<file path="src/design/bcfm_pkg.sv">
package bcfm_pkg;

  localparam int unsigned Cells = 13;
  localparam int unsigned CellIdxW = 4;
  localparam logic [12:0] TopMv = 13'd5000;
  localparam logic [12:0] FieldOffsetMv = 13'd1000;
  localparam logic [13:0] NoCellLowMv = 14'd10000;
  localparam logic [7:0] SensorAbsent = 8'hFD;
  localparam logic [7:0] BalanceLimit = 8'hDF;
  localparam logic [7:0] ProbeLimit = 8'hF0;
  localparam logic signed [8:0] OffsetA = 9'sd86;
  localparam logic signed [8:0] OffsetB = 9'sd80;

  localparam logic [1:0] ActVolt = 2'd0;
  localparam logic [1:0] ActTemp = 2'd1;
  localparam logic [1:0] ActRead = 2'd2;
  localparam logic [1:0] ActNone = 2'd3;

  localparam logic [0:0] CfgIgnore = 1'b0;
  localparam logic [0:0] CfgSelect = 1'b1;

  typedef enum logic [2:0] {
    StIdle,
    StMarks,
    StWalk,
    StDiv,
    StOut
  } state_e;

  // Divider handshake between the sequencer and the divider.
  typedef struct packed {
    logic        start;
    logic [16:0] dividend;
    logic [3:0]  divisor;
  } div_req_t;

  typedef struct packed {
    logic        done;
    logic [12:0] quotient;
  } div_rsp_t;

endpackage

</file>
<file path="src/design/battery_cell_frame_monitor_unit.sv">
// Channel  Dir  Handshake              Content
// s_axis   in   s_axis_tvalid/tready   action, group, temp_format, payload, cell_index
// m_axis   out  m_axis_tvalid/tready   cell statistics, temperatures, marks, reads
// cfg      in   cfg_valid_i/ready_o    cfg_index_i, cfg_data_i
// After acceptance the block updates the temperature marks, walks the 13
// cells and runs the divider (load, 17 quotient bits, done); with no counted
// cell the divider is skipped. No new frame is taken while one is in work:
// s_axis_tready is low from acceptance until the result beat is taken and
// the block is back in idle; a stalled result holds in the output register.
// Reset sets cells to zero, lowest marks to 5000 and temperature marks to
// 400 and -200 half degrees.
module battery_cell_frame_monitor_unit (
  input  logic         clk_i,
  input  logic         rst_ni,
  input  logic         s_axis_tvalid,
  output logic         s_axis_tready,
  // [1:0] action, [3:2] group, [67:4] payload, [71:68] cell_index
  input  logic [71:0]  s_axis_tdata,
  // [0] temp_format
  input  logic         s_axis_tuser,
  output logic         m_axis_tvalid,
  input  logic         m_axis_tready,
  // [13:0] cell_low_mv, [26:14] cell_high_mv, [43:27] module_mv,
  // [47:44] valid_cells, [60:48] average_mv, [69:61] temp_low_now,
  // [78:70] temp_high_now, [88:79] temp_lowest_seen,
  // [97:89] temp_highest_seen, [113:98] balance_bits,
  // [126:114] read_lowest_mv, [139:127] read_highest_mv
  output logic [143:0] m_axis_tdata,
  input  logic         cfg_valid_i,
  output logic         cfg_ready_o,
  input  logic [0:0]   cfg_index_i,
  input  logic [12:0]  cfg_data_i
);

  localparam int unsigned N = bcfm_pkg::Cells;
  localparam logic [bcfm_pkg::CellIdxW-1:0] LastCell = bcfm_pkg::CellIdxW'(N - 1);

  bcfm_pkg::state_e state_q, state_d;

  logic [12:0] ignore_q;
  logic [1:0]  sel_q;
  logic [12:0] cell_q [N];
  logic [12:0] lo_mark_q [N];
  logic [12:0] hi_mark_q [N];
  logic signed [8:0] sens_q [3];
  logic signed [9:0] tlo_mark_q;
  logic signed [8:0] thi_mark_q;
  logic [15:0] bal_q;
  logic        ftype_q;

  logic [1:0]  act_q;
  logic [3:0]  cidx_q;
  logic [bcfm_pkg::CellIdxW-1:0] idx_q;
  logic [13:0] low_q;
  logic [12:0] high_q;
  logic [16:0] sum_q;
  logic [3:0]  cnt_q;
  logic [143:0] out_q;
  logic        ovalid_q;

  bcfm_pkg::div_req_t div_req;
  bcfm_pkg::div_rsp_t div_rsp;

  bcfm_divider u_div (
    .clk_i  (clk_i),
    .rst_ni (rst_ni),
    .req_i  (div_req),
    .rsp_o  (div_rsp)
  );

  logic [1:0]  in_act, in_grp;
  logic [63:0] pl;
  logic [7:0]  b [8];
  logic [11:0] fld [4];
  logic signed [8:0] t_low, t_high;
  logic signed [10:0] tsum;

  assign in_act = s_axis_tdata[1:0];
  assign in_grp = s_axis_tdata[3:2];
  assign pl     = s_axis_tdata[67:4];
  always_comb begin
    for (int k = 0; k < 8; k++) b[k] = pl[8*k +: 8];
  end
  assign fld[0] = {b[2], b[1][7:4]};
  assign fld[1] = {b[4][3:0], b[3]};
  assign fld[2] = {b[5], b[4][7:4]};
  assign fld[3] = {b[7][3:0], b[6]};

  // Present temperatures from the stored sensors.
  always_comb begin
    tsum = 11'(sens_q[0]) + 11'(sens_q[1]) + 11'(sens_q[2]);
    if (!ftype_q) begin
      t_low  = sens_q[0];
      t_high = sens_q[0];
    end else if (sel_q != 2'd0) begin
      t_low  = sens_q[2'(sel_q - 2'd1) == 2'd3 ? 2'd0 : 2'(sel_q - 2'd1)];
      t_high = t_low;
    end else begin
      t_high = (sens_q[0] < sens_q[1]) ? sens_q[1] : sens_q[0];
      t_low  = '0;
      if (!(tsum <= 11'sd3 || sens_q[0] == 9'sd1 || sens_q[1] == 9'sd1 ||
            sens_q[2] == 9'sd1)) begin
        if (sens_q[0] >= 9'sd2 && sens_q[0] < sens_q[1] && sens_q[0] < sens_q[2])
          t_low = sens_q[0];
        else if (sens_q[1] >= 9'sd2 && sens_q[1] < sens_q[0] && sens_q[1] < sens_q[2])
          t_low = sens_q[1];
        else if (sens_q[2] >= 9'sd2 && sens_q[2] < sens_q[1] && sens_q[2] < sens_q[0])
          t_low = sens_q[2];
      end
    end
  end

  logic [12:0] cur;
  assign cur = cell_q[idx_q];

  logic div_started_q;

  always_comb begin
    state_d = state_q;
    div_req.start    = 1'b0;
    div_req.dividend = sum_q;
    div_req.divisor  = cnt_q;
    if (state_q == bcfm_pkg::StDiv && !div_started_q && cnt_q != 4'd0)
      div_req.start = 1'b1;
    case (state_q)
      bcfm_pkg::StIdle:  if (s_axis_tvalid) state_d = bcfm_pkg::StMarks;
      bcfm_pkg::StMarks: state_d = bcfm_pkg::StWalk;
      bcfm_pkg::StWalk:  if (idx_q == LastCell) state_d = bcfm_pkg::StDiv;
      bcfm_pkg::StDiv: begin
        if (cnt_q == 4'd0) state_d = bcfm_pkg::StOut;
        else if (div_rsp.done) state_d = bcfm_pkg::StOut;
      end
      bcfm_pkg::StOut: if (m_axis_tready) state_d = bcfm_pkg::StIdle;
      default: state_d = bcfm_pkg::StIdle;
    endcase
  end

  assign s_axis_tready = (state_q == bcfm_pkg::StIdle);
  assign cfg_ready_o   = 1'b1;
  assign m_axis_tvalid = ovalid_q;
  assign m_axis_tdata  = out_q;

  always_ff @(posedge clk_i or negedge rst_ni) begin
    if (!rst_ni) begin
      state_q <= bcfm_pkg::StIdle;
      ignore_q <= '0;
      sel_q <= '0;
      for (int k = 0; k < N; k++) begin
        cell_q[k] <= '0;
        lo_mark_q[k] <= bcfm_pkg::TopMv;
        hi_mark_q[k] <= '0;
      end
      for (int k = 0; k < 3; k++) sens_q[k] <= '0;
      tlo_mark_q <= 10'sd400;
      thi_mark_q <= -9'sd200;
      bal_q <= '0;
      ftype_q <= 1'b1;
      ovalid_q <= 1'b0;
      div_started_q <= 1'b0;
      idx_q <= '0;
    end else begin
      state_q <= state_d;
      if (cfg_valid_i) begin
        if (cfg_index_i == bcfm_pkg::CfgIgnore) ignore_q <= cfg_data_i;
        else sel_q <= cfg_data_i[1:0];
      end
      case (state_q)
        bcfm_pkg::StIdle: begin
          idx_q <= '0;
          div_started_q <= 1'b0;
          if (s_axis_tvalid) begin
            if (in_act == bcfm_pkg::ActVolt) begin
              for (int k = 0; k < 4; k++) begin
                if ((in_grp != 2'd3 || k == 0) && (4 * in_grp + k) < N)
                  cell_q[{in_grp, 2'(k)}] <= fld[k] + bcfm_pkg::FieldOffsetMv;
              end
            end else if (in_act == bcfm_pkg::ActTemp) begin
              if (s_axis_tuser) begin
                ftype_q <= 1'b1;
                if (b[7] == bcfm_pkg::SensorAbsent) begin
                  if (b[2] != bcfm_pkg::SensorAbsent)
                    sens_q[0] <= $signed({1'b0, b[2]}) - bcfm_pkg::OffsetB;
                end else begin
                  if (b[0] < bcfm_pkg::BalanceLimit) begin
                    sens_q[0] <= $signed({1'b0, b[0]}) - bcfm_pkg::OffsetA;
                    bal_q <= {b[3], b[2]};
                  end else begin
                    sens_q[0] <= $signed({1'b0, b[3]}) - bcfm_pkg::OffsetA;
                  end
                  sens_q[1] <= (b[4] < bcfm_pkg::ProbeLimit) ?
                               $signed({1'b0, b[4]}) - bcfm_pkg::OffsetA : 9'sd0;
                  sens_q[2] <= (b[5] < bcfm_pkg::ProbeLimit) ?
                               $signed({1'b0, b[5]}) - bcfm_pkg::OffsetA : 9'sd0;
                end
              end else begin
                ftype_q <= 1'b0;
                sens_q[0] <= $signed({1'b0, b[5][3:0], b[4][7:4]}) - bcfm_pkg::OffsetB;
              end
            end
          end
        end
        bcfm_pkg::StMarks: begin
          if (act_q == bcfm_pkg::ActVolt) begin
            if (10'(t_low) < tlo_mark_q) tlo_mark_q <= 10'(t_low);
            if (t_high > thi_mark_q) thi_mark_q <= t_high;
          end
        end
        bcfm_pkg::StWalk: begin
          // Visit one cell per cycle: marks and statistics.
          if (act_q == bcfm_pkg::ActVolt) begin
            if (lo_mark_q[idx_q] > cur && cur >= ignore_q) lo_mark_q[idx_q] <= cur;
            if (hi_mark_q[idx_q] < cur && cur < bcfm_pkg::TopMv) hi_mark_q[idx_q] <= cur;
          end
          if (idx_q != LastCell) idx_q <= idx_q + 1'b1;
        end
        bcfm_pkg::StDiv: if (div_req.start) div_started_q <= 1'b1;
        default: ;
      endcase
      if (state_q == bcfm_pkg::StDiv && state_d == bcfm_pkg::StOut) ovalid_q <= 1'b1;
      else if (ovalid_q && m_axis_tready) ovalid_q <= 1'b0;
    end
  end

  always_ff @(posedge clk_i) begin
    if (state_q == bcfm_pkg::StIdle) begin
      act_q  <= in_act;
      cidx_q <= s_axis_tdata[71:68];
      low_q  <= bcfm_pkg::NoCellLowMv;
      high_q <= '0;
      sum_q  <= '0;
      cnt_q  <= '0;
    end
    if (state_q == bcfm_pkg::StWalk && cur > ignore_q) begin
      if (14'(cur) < low_q) low_q <= 14'(cur);
      if (cur < bcfm_pkg::TopMv) begin
        if (cur > high_q) high_q <= cur;
        sum_q <= sum_q + 17'(cur);
        cnt_q <= cnt_q + 4'd1;
      end
    end
    if (state_q == bcfm_pkg::StDiv && state_d == bcfm_pkg::StOut) begin
      out_q[13:0]    <= low_q;
      out_q[26:14]   <= high_q;
      out_q[43:27]   <= sum_q;
      out_q[47:44]   <= cnt_q;
      out_q[60:48]   <= (cnt_q == 4'd0) ? 13'd0 : div_rsp.quotient;
      out_q[69:61]   <= t_low;
      out_q[78:70]   <= t_high;
      out_q[88:79]   <= tlo_mark_q;
      out_q[97:89]   <= thi_mark_q;
      out_q[113:98]  <= bal_q;
      out_q[126:114] <= (act_q == bcfm_pkg::ActRead && cidx_q < 4'(N)) ?
                        lo_mark_q[cidx_q] : 13'd0;
      out_q[139:127] <= (act_q == bcfm_pkg::ActRead && cidx_q < 4'(N)) ?
                        hi_mark_q[cidx_q] : 13'd0;
      out_q[143:140] <= '0;
    end
  end

  a_busy_not_ready: assert property (@(posedge clk_i) disable iff (!rst_ni)
    m_axis_tvalid |-> !s_axis_tready) else $error("accepting while result pending");
  a_out_state: assert property (@(posedge clk_i) disable iff (!rst_ni)
    m_axis_tvalid |-> state_q == bcfm_pkg::StOut) else $error("valid outside output");
  a_walk_bound: assert property (@(posedge clk_i) disable iff (!rst_ni)
    state_q == bcfm_pkg::StWalk |-> idx_q <= LastCell) else $error("walk overran");

endmodule

</file>
<file path="src/design/bcfm_divider.sv">
module bcfm_divider (
  input  logic                clk_i,
  input  logic                rst_ni,
  input  bcfm_pkg::div_req_t  req_i,
  output bcfm_pkg::div_rsp_t  rsp_o
);

  logic [4:0]  cnt_q, cnt_d;
  logic        busy_q, busy_d;
  logic [16:0] quo_q, quo_d;
  logic [4:0]  rem_q, rem_d;
  logic [3:0]  dsr_q, dsr_d;
  logic        done_q, done_d;
  logic [5:0]  trial;

  // One quotient bit per cycle, restoring.
  always_comb begin
    cnt_d  = cnt_q;
    busy_d = busy_q;
    quo_d  = quo_q;
    rem_d  = rem_q;
    dsr_d  = dsr_q;
    done_d = 1'b0;
    trial  = {rem_q, quo_q[16]} - {2'b00, dsr_q};
    if (req_i.start) begin
      busy_d = 1'b1;
      cnt_d  = 5'd17;
      quo_d  = req_i.dividend;
      rem_d  = '0;
      dsr_d  = req_i.divisor;
    end else if (busy_q) begin
      if (!trial[5]) begin
        rem_d = trial[4:0];
        quo_d = {quo_q[15:0], 1'b1};
      end else begin
        rem_d = {rem_q[3:0], quo_q[16]};
        quo_d = {quo_q[15:0], 1'b0};
      end
      cnt_d = cnt_q - 5'd1;
      if (cnt_q == 5'd1) begin
        busy_d = 1'b0;
        done_d = 1'b1;
      end
    end
  end

  always_ff @(posedge clk_i or negedge rst_ni) begin
    if (!rst_ni) begin
      cnt_q  <= '0;
      busy_q <= 1'b0;
      done_q <= 1'b0;
    end else begin
      cnt_q  <= cnt_d;
      busy_q <= busy_d;
      done_q <= done_d;
    end
  end

  always_ff @(posedge clk_i) begin
    quo_q <= quo_d;
    rem_q <= rem_d;
    dsr_q <= dsr_d;
  end

  assign rsp_o.done     = done_q;
  assign rsp_o.quotient = quo_q[12:0];

  a_done_pulse: assert property (@(posedge clk_i) disable iff (!rst_ni)
    done_q |=> !done_q) else $error("divider done held");
  a_no_restart: assert property (@(posedge clk_i) disable iff (!rst_ni)
    busy_q |-> !req_i.start) else $error("divider restarted while busy");
  a_done_idle: assert property (@(posedge clk_i) disable iff (!rst_ni)
    done_q |-> !busy_q) else $error("divider busy at done");

endmodule

</file>
<file path="config.mk">
export PLATFORM = sky130hd
export DESIGN_NAME = battery_cell_frame_monitor_unit
export DESIGN_NICKNAME = d
export VERILOG_FILES = /design/src/design/bcfm_pkg.sv /design/src/design/battery_cell_frame_monitor_unit.sv /design/src/design/bcfm_divider.sv
export SDC_FILE = /design/constraint.sdc
export NUM_CORES = 2
export LEC_CHECK = 0
export BUFFER_PORTS_ARGS = -buffer_cell sky130_fd_sc_hd__buf_2
export CAP_MARGIN = 10
export CORE_ASPECT_RATIO = 0.6
export CORE_UTILIZATION = 35
export CTS_BUF_LIST = sky130_fd_sc_hd__clkbuf_8 sky130_fd_sc_hd__clkbuf_16
export DETAILED_ROUTE_END_ITERATION = 10
export PLACE_DENSITY = 0.55
export SKIP_LAST_GASP = 1
export SLEW_MARGIN = 40
export SYNTH_ARGS = -nofsm -noshare
export SYNTH_HDL_FRONTEND = slang
export SYNTH_SLANG_ARGS = --single-unit
</file>
<file path="constraint.sdc">
create_clock -name clk_i -period 6.45 [get_ports clk_i]
set_input_delay 0 -clock clk_i [delete_from_list [all_inputs] [get_ports clk_i]]
set_output_delay 0 -clock clk_i [all_outputs]
set_load 0.005 [all_outputs]
</file>
======== After elaboration in Yosys (flattened, before gate mapping) ========
Cells that the tools add are included.
storage, ports and cells
  flip-flop bits (word level) ............. 821
  bits of input ports ..................... 92
  output and inout port bits .............. 147
operators by class
  $add $sub $neg .......................... 21
  $lt $le $gt $ge ......................... 39
  multiplexer cells ....................... 102
  bitwise gates (word level) .............. 10
  eq/ne operators ......................... 20
  reductions and logical operators ........ 49
operators by type and width
  operator                                                                       number
  169-bit 2-to-1 mux                                                             13
  169-bit bitwise mux                                                            6
  13-bit binary-select mux with 4-bit select                                     5
  13-bit demux with 4-bit select                                                 5
  13-bit 2-to-1 mux                                                              19
  9-bit 2-to-1 mux                                                               17
  17-bit 2-to-1 mux                                                              5
  9-bit less-than comparator                                                     6
  8-bit by 7-bit subtractor with 9-bit output (second input constant)            6
  12-bit by 10-bit adder with 13-bit output (second input constant)              4
  14-bit 2-to-1 mux                                                              3
  13-bit > comparator                                                            3
  5-bit >= comparator (second input constant)                                    6
  4-bit inverter with 5-bit output                                               6
  9-bit by 2-bit equality test with 1-bit output (second input constant)         3
  9-bit by 3-bit >= comparator with 1-bit output (second input constant)         3
  5-bit by 1-bit less-than comparator with 1-bit output (second input constant)  5
  8-bit less-than comparator (second input constant)                             3
  1-bit logical AND                                                              22
  9-bit binary-select mux with 2-bit select                                      1
  17-bit by 13-bit adder with 17-bit output                                      1
  4-bit 2-to-1 mux                                                               4
  5-bit by 4-bit less-than comparator with 1-bit output (second input constant)  3
  3-bit 2-to-1 mux                                                               5
  other kinds (50)                                                               87

======== Logic depth before layout (Yosys ltp) ========
  word-level depth ........................ 22
  mapped depth ............................ 27
  gate-level depth less buffers ........... 26

======== By module ========
Synthesis repeated with hierarchy kept, for this count alone.
second synthesis, totals
  cells, all modules ...................... 3421
  area total of the unflattened synthesis .. 43193.9 sq um
modules (own cells, without submodules)
  module                           times used  area an instance (sq um)  cells each
  battery_cell_frame_monitor_unit  1           41472.3                   3280
  bcfm_divider                     1           1721.7                    141

======== Worst setup path before layout ========
No wires, ideal clock.
  path type ............................... register to register
  from .................................... reg idx_q[0] in the netlist's numbering
  to ...................................... reg lo_mark_q[54] in the netlist's numbering
  period minus slack after synthesis ...... 5704 ps
  arrival ................................. 5579 ps
  setup time .............................. 125 ps
  stages on the path, launching flop included .. 20
  buffers on the path ..................... 8
  slack ................................... 746 ps
  cell sequence ........................... dfrtp_1 buf_6 buf_4 buf_2 clkbuf_1 clkbuf_1 buf_1 mux4_2 a22oi_1 o21ai_0 ha_1 o21ai_0 a21oi_1 a21oi_1 nand2_1 a31oi_1 clkbuf_1 nor4b_1 clkbuf_1 mux2_2
on the way
  cells in the longest elaborated chain, start to end .. 7
ends and longest elaborated chain
  element                                                               RTL line                                                                        RTL
  start: declaration                                                    battery_cell_frame_monitor_unit.sv:53                                           logic [bcfm_pkg::CellIdxW-1:0] idx_q;
  start signal: assignment                                              battery_cell_frame_monitor_unit.sv:214                                          if (idx_q != LastCell) idx_q <= idx_q + 1'b1;
  4-bit inverter with 5-bit output (not written as such) (*)            battery_cell_frame_monitor_unit.sv:114, battery_cell_frame_monitor_unit.sv:211
  13-bit binary-select mux with 4-bit select, on equally long branches  battery_cell_frame_monitor_unit.sv:211, battery_cell_frame_monitor_unit.sv:114
  13-bit 2-to-1 mux, on equally long branches (2 in series)             battery_cell_frame_monitor_unit.sv:211, battery_cell_frame_monitor_unit.sv:114
  13-bit > comparator or 13-bit >= comparator (tied branches)           battery_cell_frame_monitor_unit.sv:211                                          if (lo_mark_q[idx_q] > cur && cur >= ignore_q) lo_mark_q[idx_q] <= cur;
  1-bit logical AND                                                     battery_cell_frame_monitor_unit.sv:211
  3-bit AND reduction (no source line)                                  --
  end signal: indexed assignment                                        battery_cell_frame_monitor_unit.sv:150                                          lo_mark_q[k] <= bcfm_pkg::TopMv;
  end: declaration                                                      battery_cell_frame_monitor_unit.sv:43                                           logic [12:0] lo_mark_q [N];
Mark *: on every way between the ends. The rest lies on a longest branch, timed or not. The select of a mux whose other input is x is not followed.
A chain may end at the register's enable or synchronous reset.

======== Worst setup path after layout ========
  from .................................... reg sens_q[23] in the netlist's numbering
  to ...................................... reg tlo_mark_q[5]
on the way
  cells in the longest elaborated chain, start to end .. 11
ends and longest elaborated chain
  element                                                     RTL line                                RTL
  start: declaration                                          battery_cell_frame_monitor_unit.sv:45   logic signed [8:0] sens_q [3];
  9-bit by 9-bit adder with 10-bit output                     battery_cell_frame_monitor_unit.sv:91   tsum = 11'(sens_q[0]) + 11'(sens_q[1]) + 11'(sens_q[2]);
  10-bit by 9-bit adder with 11-bit output                    battery_cell_frame_monitor_unit.sv:91
  11-bit by 3-bit less-or-equal comparator with 1-bit output  battery_cell_frame_monitor_unit.sv:101  if (!(tsum <= 11'sd3 || sens_q[0] == 9'sd1 || sens_q[1] == 9'sd1 ||
  1-bit logical OR (3 in series)                              battery_cell_frame_monitor_unit.sv:101
  9-bit 2-to-1 mux (*)                                        battery_cell_frame_monitor_unit.sv:101
  9-bit 2-to-1 mux (*)                                        battery_cell_frame_monitor_unit.sv:95   end else if (sel_q != 2'd0) begin
  9-bit 2-to-1 mux (*)                                        battery_cell_frame_monitor_unit.sv:92   if (!ftype_q) begin
  via t_low[3]                                                battery_cell_frame_monitor_unit.sv:75   logic signed [8:0] t_low, t_high;
  9-bit by 10-bit less-than comparator with 1-bit output (*)  battery_cell_frame_monitor_unit.sv:204  if (10'(t_low) < tlo_mark_q) tlo_mark_q <= 10'(t_low);
  3-bit AND reduction (no source line) (*)                    --
  end signal: assignment                                      battery_cell_frame_monitor_unit.sv:204
  end: declaration                                            battery_cell_frame_monitor_unit.sv:46   logic signed [9:0] tlo_mark_q;
Mark *: on every way through the listed nets, which the timed path passes. The rest lies on a longest branch. The select of a mux whose other input is x is not followed.

==> impl_metrics.prom <==
# TYPE chip_impl_metric gauge
chip_impl_metric{name="groute.layer.met3.usage",unit="%"} 4.54
chip_impl_metric{name="chip_width",unit="um"} 450
chip_impl_metric{name="cellInternalPower",unit="mW"} 13.2
chip_impl_metric{name="placement.cell_area",unit="um^2"} 45700
chip_impl_metric{name="final_min_period_over_clock_period",unit="%"} 95.4
chip_impl_info{name="status",value="finished with violations"} 1
chip_impl_metric{name="crit_path_max_incr_delay",unit="ps"} 580
chip_impl_metric{name="dr_total_vias",unit=""} 29100
chip_impl_metric{name="floorplan_core_area",unit="um^2"} 119000
chip_impl_metric{name="path_clk_slew",unit="ps"} 70
chip_impl_metric{name="rows",unit=""} 98
chip_impl_metric{name="initial_utilization",unit="%"} 35.3
chip_impl_info{name="critical_path.startpoint_type",value="register"} 1
chip_impl_info{name="crit_path_top_delay_cell",value="dfrtp_1"} 1
chip_impl_metric{name="groute.layer.met2.usage",unit="%"} 30.1
chip_impl_metric{name="initialDrtViolationCount",unit=""} 2686
chip_impl_metric{name="routedWlPerCell",unit="um"} 24.4
chip_impl_metric{name="critical_path_required",unit="ps"} 7030
chip_impl_metric{name="report.final.hold_viol_count",unit=""} 3
chip_impl_metric{name="final_layout_size_suffix_gt1_share",unit="%"} 32.7
chip_impl_info{name="failed_checks",value="negative hold slack"} 1
chip_impl_metric{name="hold-worst-slack",unit="ps"} -47.9
chip_impl_metric{name="worst_pin_slew",unit="ps"} 887
chip_impl_metric{name="first_pass_grt_wire_length",unit="mm"} 196
chip_impl_metric{name="power.share.combinational",unit="%"} 42.6
chip_impl_info{name="cts_tree",value="built"} 1
chip_impl_metric{name="clock_latency",unit="ps"} 700
chip_impl_metric{name="i_o_pin_count",unit=""} 239
chip_impl_metric{name="drtAntennaViolNets",unit=""} 0
chip_impl_metric{name="netlist_area_pre_place",unit="um^2"} 42100
chip_impl_info{name="clockRootBuffer",value="clkbuf_16"} 1
chip_impl_metric{name="power.switching_fraction",unit="%"} 40.1
chip_impl_metric{name="setup_total_negative_slack",unit="ps"} 0
chip_impl_info{name="most_frequent_cells_in_the_layout",value="524 x dfrtp_1, 408 x mux2_2, 355 x nand2_1"} 1
chip_impl_metric{name="sequential_share_of_power",unit="%"} 34.0
chip_impl_metric{name="tritoncts_num_sinks",unit=""} 821
chip_impl_metric{name="final_net_count",unit=""} 3942
chip_impl_metric{name="synthArstFlopShare",unit="%"} 73.2
chip_impl_info{name="layout.cells.most_common",value="dfrtp_1"} 1
chip_impl_metric{name="finalCriticalPeriod",unit="ps"} 6150
chip_impl_metric{name="slew_viol_final",unit=""} 0
chip_impl_metric{name="ir_drop",unit="mV"} 0.297
chip_impl_metric{name="power_leakage",unit="nW"} 21.6
chip_impl_metric{name="globalRoute.totalOverflow",unit=""} 0
chip_impl_metric{name="critPathMaxFanout",unit=""} 10
chip_impl_metric{name="syn-instance-count",unit=""} 3342
chip_impl_info{name="critPathCaptureType",value="register"} 1
chip_impl_metric{name="cts_made_buffers",unit=""} 84
chip_impl_info{name="hold_path.class",value="in2reg"} 1
chip_impl_metric{name="setup-violations-final",unit=""} 0
chip_impl_metric{name="postSynthRegisterBits",unit=""} 821
chip_impl_metric{name="fp.dieArea",unit="um^2"} 122000
chip_impl_info{name="cell_by_cell_trace_of_the_critical_path",value="fa_1 > ha_1 > a21oi_1 > o21ai_0 > o31ai_1 > xnor2_1 > nor4b_2 > buf_4 > a21bo_2 > nand2b_1 > o21ai_0 > a22o_1 > ha_1 > a21o_1 > a21o_1 > a21o_1 > a21o_1 > a21o_1 > a31oi_1 > nand3b_1 > o21ai_0 > mux2_2 > mux2_2"} 1
chip_impl_metric{name="clock_power_share",unit="%"} 23.4
chip_impl_metric{name="worstPathArrival",unit="ps"} 6740
chip_impl_metric{name="grt_antenna_before_repair",unit=""} 5
chip_impl_metric{name="h-tree-depth",unit=""} 3
chip_impl_metric{name="synth.yosys.seq_area_share",unit="%"} 50.4
chip_impl_info{name="global_route_hottest_layer",value="met1"} 1
chip_impl_metric{name="clock_path_buffers",unit=""} 3
chip_impl_metric{name="area_growth_syn_to_layout",unit="%"} 18.7
chip_impl_metric{name="port_buffers",unit=""} 229
chip_impl_metric{name="power_density_relative_to_cell_area",unit="nW/um^2"} 442
chip_impl_metric{name="avgSynthCellArea",unit="um^2"} 12.6
chip_impl_metric{name="totalWireLength",unit="mm"} 131
chip_impl_metric{name="grt_max_degree",unit=""} 147
chip_impl_metric{name="distinct_cells_synth",unit=""} 80
chip_impl_metric{name="switchingPower",unit="mW"} 8.86
chip_impl_info{name="critical_path_class",value="reg2reg"} 1
chip_impl_metric{name="worst_clock_skew",unit="ps"} 29.1
chip_impl_metric{name="height_of_the_die",unit="um"} 271
chip_impl_metric{name="fmax",unit="MHz"} 163
chip_impl_metric{name="detailedPlace.worstSlack",unit="ps"} 306
chip_impl_metric{name="via_count_of_the_first_global_routing_pass",unit=""} 28800
chip_impl_metric{name="cts.repair_timing.setup_buffer_count",unit=""} 0
chip_impl_metric{name="synth_warnings",unit=""} 0
chip_impl_metric{name="final_cell_area",unit="um^2"} 49900
chip_impl_metric{name="finalWorstSetupSlack",unit="ps"} 297
chip_impl_metric{name="router_iterations_before_antenna_repair",unit=""} 7
chip_impl_metric{name="finalWeightedCongestion",unit=""} 0.892
chip_impl_metric{name="worst_slew_margin_rel",unit="%"} 40.2
chip_impl_metric{name="totalPowerFinal",unit="mW"} 22.1
chip_impl_metric{name="detail_route.vias_per_cell",unit=""} 5.44
chip_impl_metric{name="globalRouteTotalUtil",unit="%"} 21.5
chip_impl_metric{name="maxCapViolCount",unit=""} 0
chip_impl_metric{name="synth-edff-count",unit=""} 167
chip_impl_metric{name="grt_use_met1",unit="%"} 33.8
chip_impl_info{name="synth-main-ff-cell",value="dfrtp_1"} 1
chip_impl_metric{name="route.detailed.drc",unit=""} 0
chip_impl_info{name="path_common_cell",value="a21o_1"} 1
chip_impl_metric{name="hpwl",unit="mm"} 88.2
layer usage:
metal | routed length [um] | part of all wire [%]
met1 | 65100 | 50
met2 | 54500 | 42
met4 | 1880 | 1.4
met3 | 9270 | 7.1
met5 | 27 | 0.021
power groups by stage:
| stage | Clock [mW] | Combinational, mW | Sequential (mW) |
|---|---|---|---|
| 2_1_floorplan | 0 | 5.90 | 7.27 |
| 3_3_place_gp | 0 | 9.13 | 7.58 |
| 3_5_place_dp | 0 | 9.19 | 7.61 |
| 4_1_cts | 5.28 | 9.33 | 7.52 |
| 5_1_grt | 5.47 | 10.3 | 7.67 |
| 6_report | 5.16 | 9.41 | 7.52 |
worst max-delay path, delay by kind of cell (launching register included):
family / cells / cell delay, ps
mux: 2 / 790
fa+ha+maj: 3 / 1210
buf+inv: 1 / 160
flops: 1 / 580
simple gates: 3 / 650
compound gates: 13 / 2510
xor+xnor: 1 / 110
worst paths after layout:
kind	startpoint	endpoint	slack (ps)	depth (start not counted)
setup / recovery	sens_q[23]	tlo_mark_q[5]	300	23
hold / removal	s_axis_tdata[61]	cell_q[126]	-50	3
setup reg to reg	sens_q[23]	tlo_mark_q[5]	300	23
hold reg to reg	bal_q[14]	m_axis_tdata[112]	430	0
max in group asynchronous	rst_ni	cell_q[91]	4390	5
min in group asynchronous	rst_ni	hi_mark_q[96]	410	3
sequential cells by signal, summed over array words and instances (netlist names), 5 cells and up:
| register | cells |
|---|---|
| cell_q | 169 |
| u_div.rem_q | 5 |
| low_q | 14 |
| high_q | 13 |
| tlo_mark_q | 10 |
| ignore_q | 13 |
| m_axis_tdata | 140 |
| sens_q | 27 |
| bal_q | 16 |
| sum_q | 17 |
| u_div.cnt_q | 5 |
| hi_mark_q | 169 |
| lo_mark_q | 169 |
| u_div.quo_q | 17 |
| thi_mark_q | 9 |
Yosys cell counts (20+ instances only):
library cell	n	area share, %
buf_1	36	0.32
nand3_1	43	0.51
dfxtp_1	53	2.5
a21o_1	21	0.37
mux2_2	408	11
xnor2_1	33	0.69
a211oi_1	38	0.68
mux2i_1	96	2.3
nand4_1	22	0.33
o21ai_0	249	3.0
inv_1	151	1.3
dfstp_2	73	4.6
nor2b_1	36	0.54
clkbuf_1	164	1.5
nor2_1	52	0.46
a221oi_1	35	0.73
a22oi_1	53	0.95
ha_1	156	4.6
nand2_1	360	3.2
a21oi_1	54	0.64
edfxtp_1	167	12
xor2_1	35	0.73
nor3_1	20	0.24
mux4_2	195	10
o21a_1	22	0.39
dfrtp_1	528	31
layout make-up:
class	count	area, um^2
sequential	821	21200
multi-input combinational	2146	19800
fill	11200	69200
clock inverter	63	616
antenna	1	2.50
clock buffer	95	2250
timing repair buffer	474	3480
inverter	155	589
tap	1600	2000
kinds of logic (layout without fill, tap and decap cells):
family / after synthesis / count (layout) / share of synthesized area (%)
AND/OR/NAND/NOR: 615 / 615 / 6.80
buffers and inverters: 378 / 787 / 3.51
AO/OA/AOI/OAI: 591 / 591 / 9.01
adder cells (fa/ha/maj): 168 / 168 / 5.21
other: 2 / 6 / 0.0178
XOR/XNOR: 68 / 68 / 1.42
flip-flops: 821 / 821 / 50.4
multiplexers: 699 / 699 / 23.6
what timing repair did:
action | 4_1_cts | 5_1_grt
resized for setup | 0 | 2
endpoints found under the setup margin | 0 | 10
hold endpoints to repair | 309 | 0
hold buffers | 126 | 0
metrics by stage:
| stage | std cells | util, % |
|---|---|---|
| finish | 5355 | 41.9 |
| global route | 5354 | 41.9 |
| CTS | 5353 | 41.8 |
| detailed placement | 5069 | 38.4 |
| global placement | 5067 | 38.3 |
| floorplan | 3345 | - |
Power figures use the tool's default switching activity.
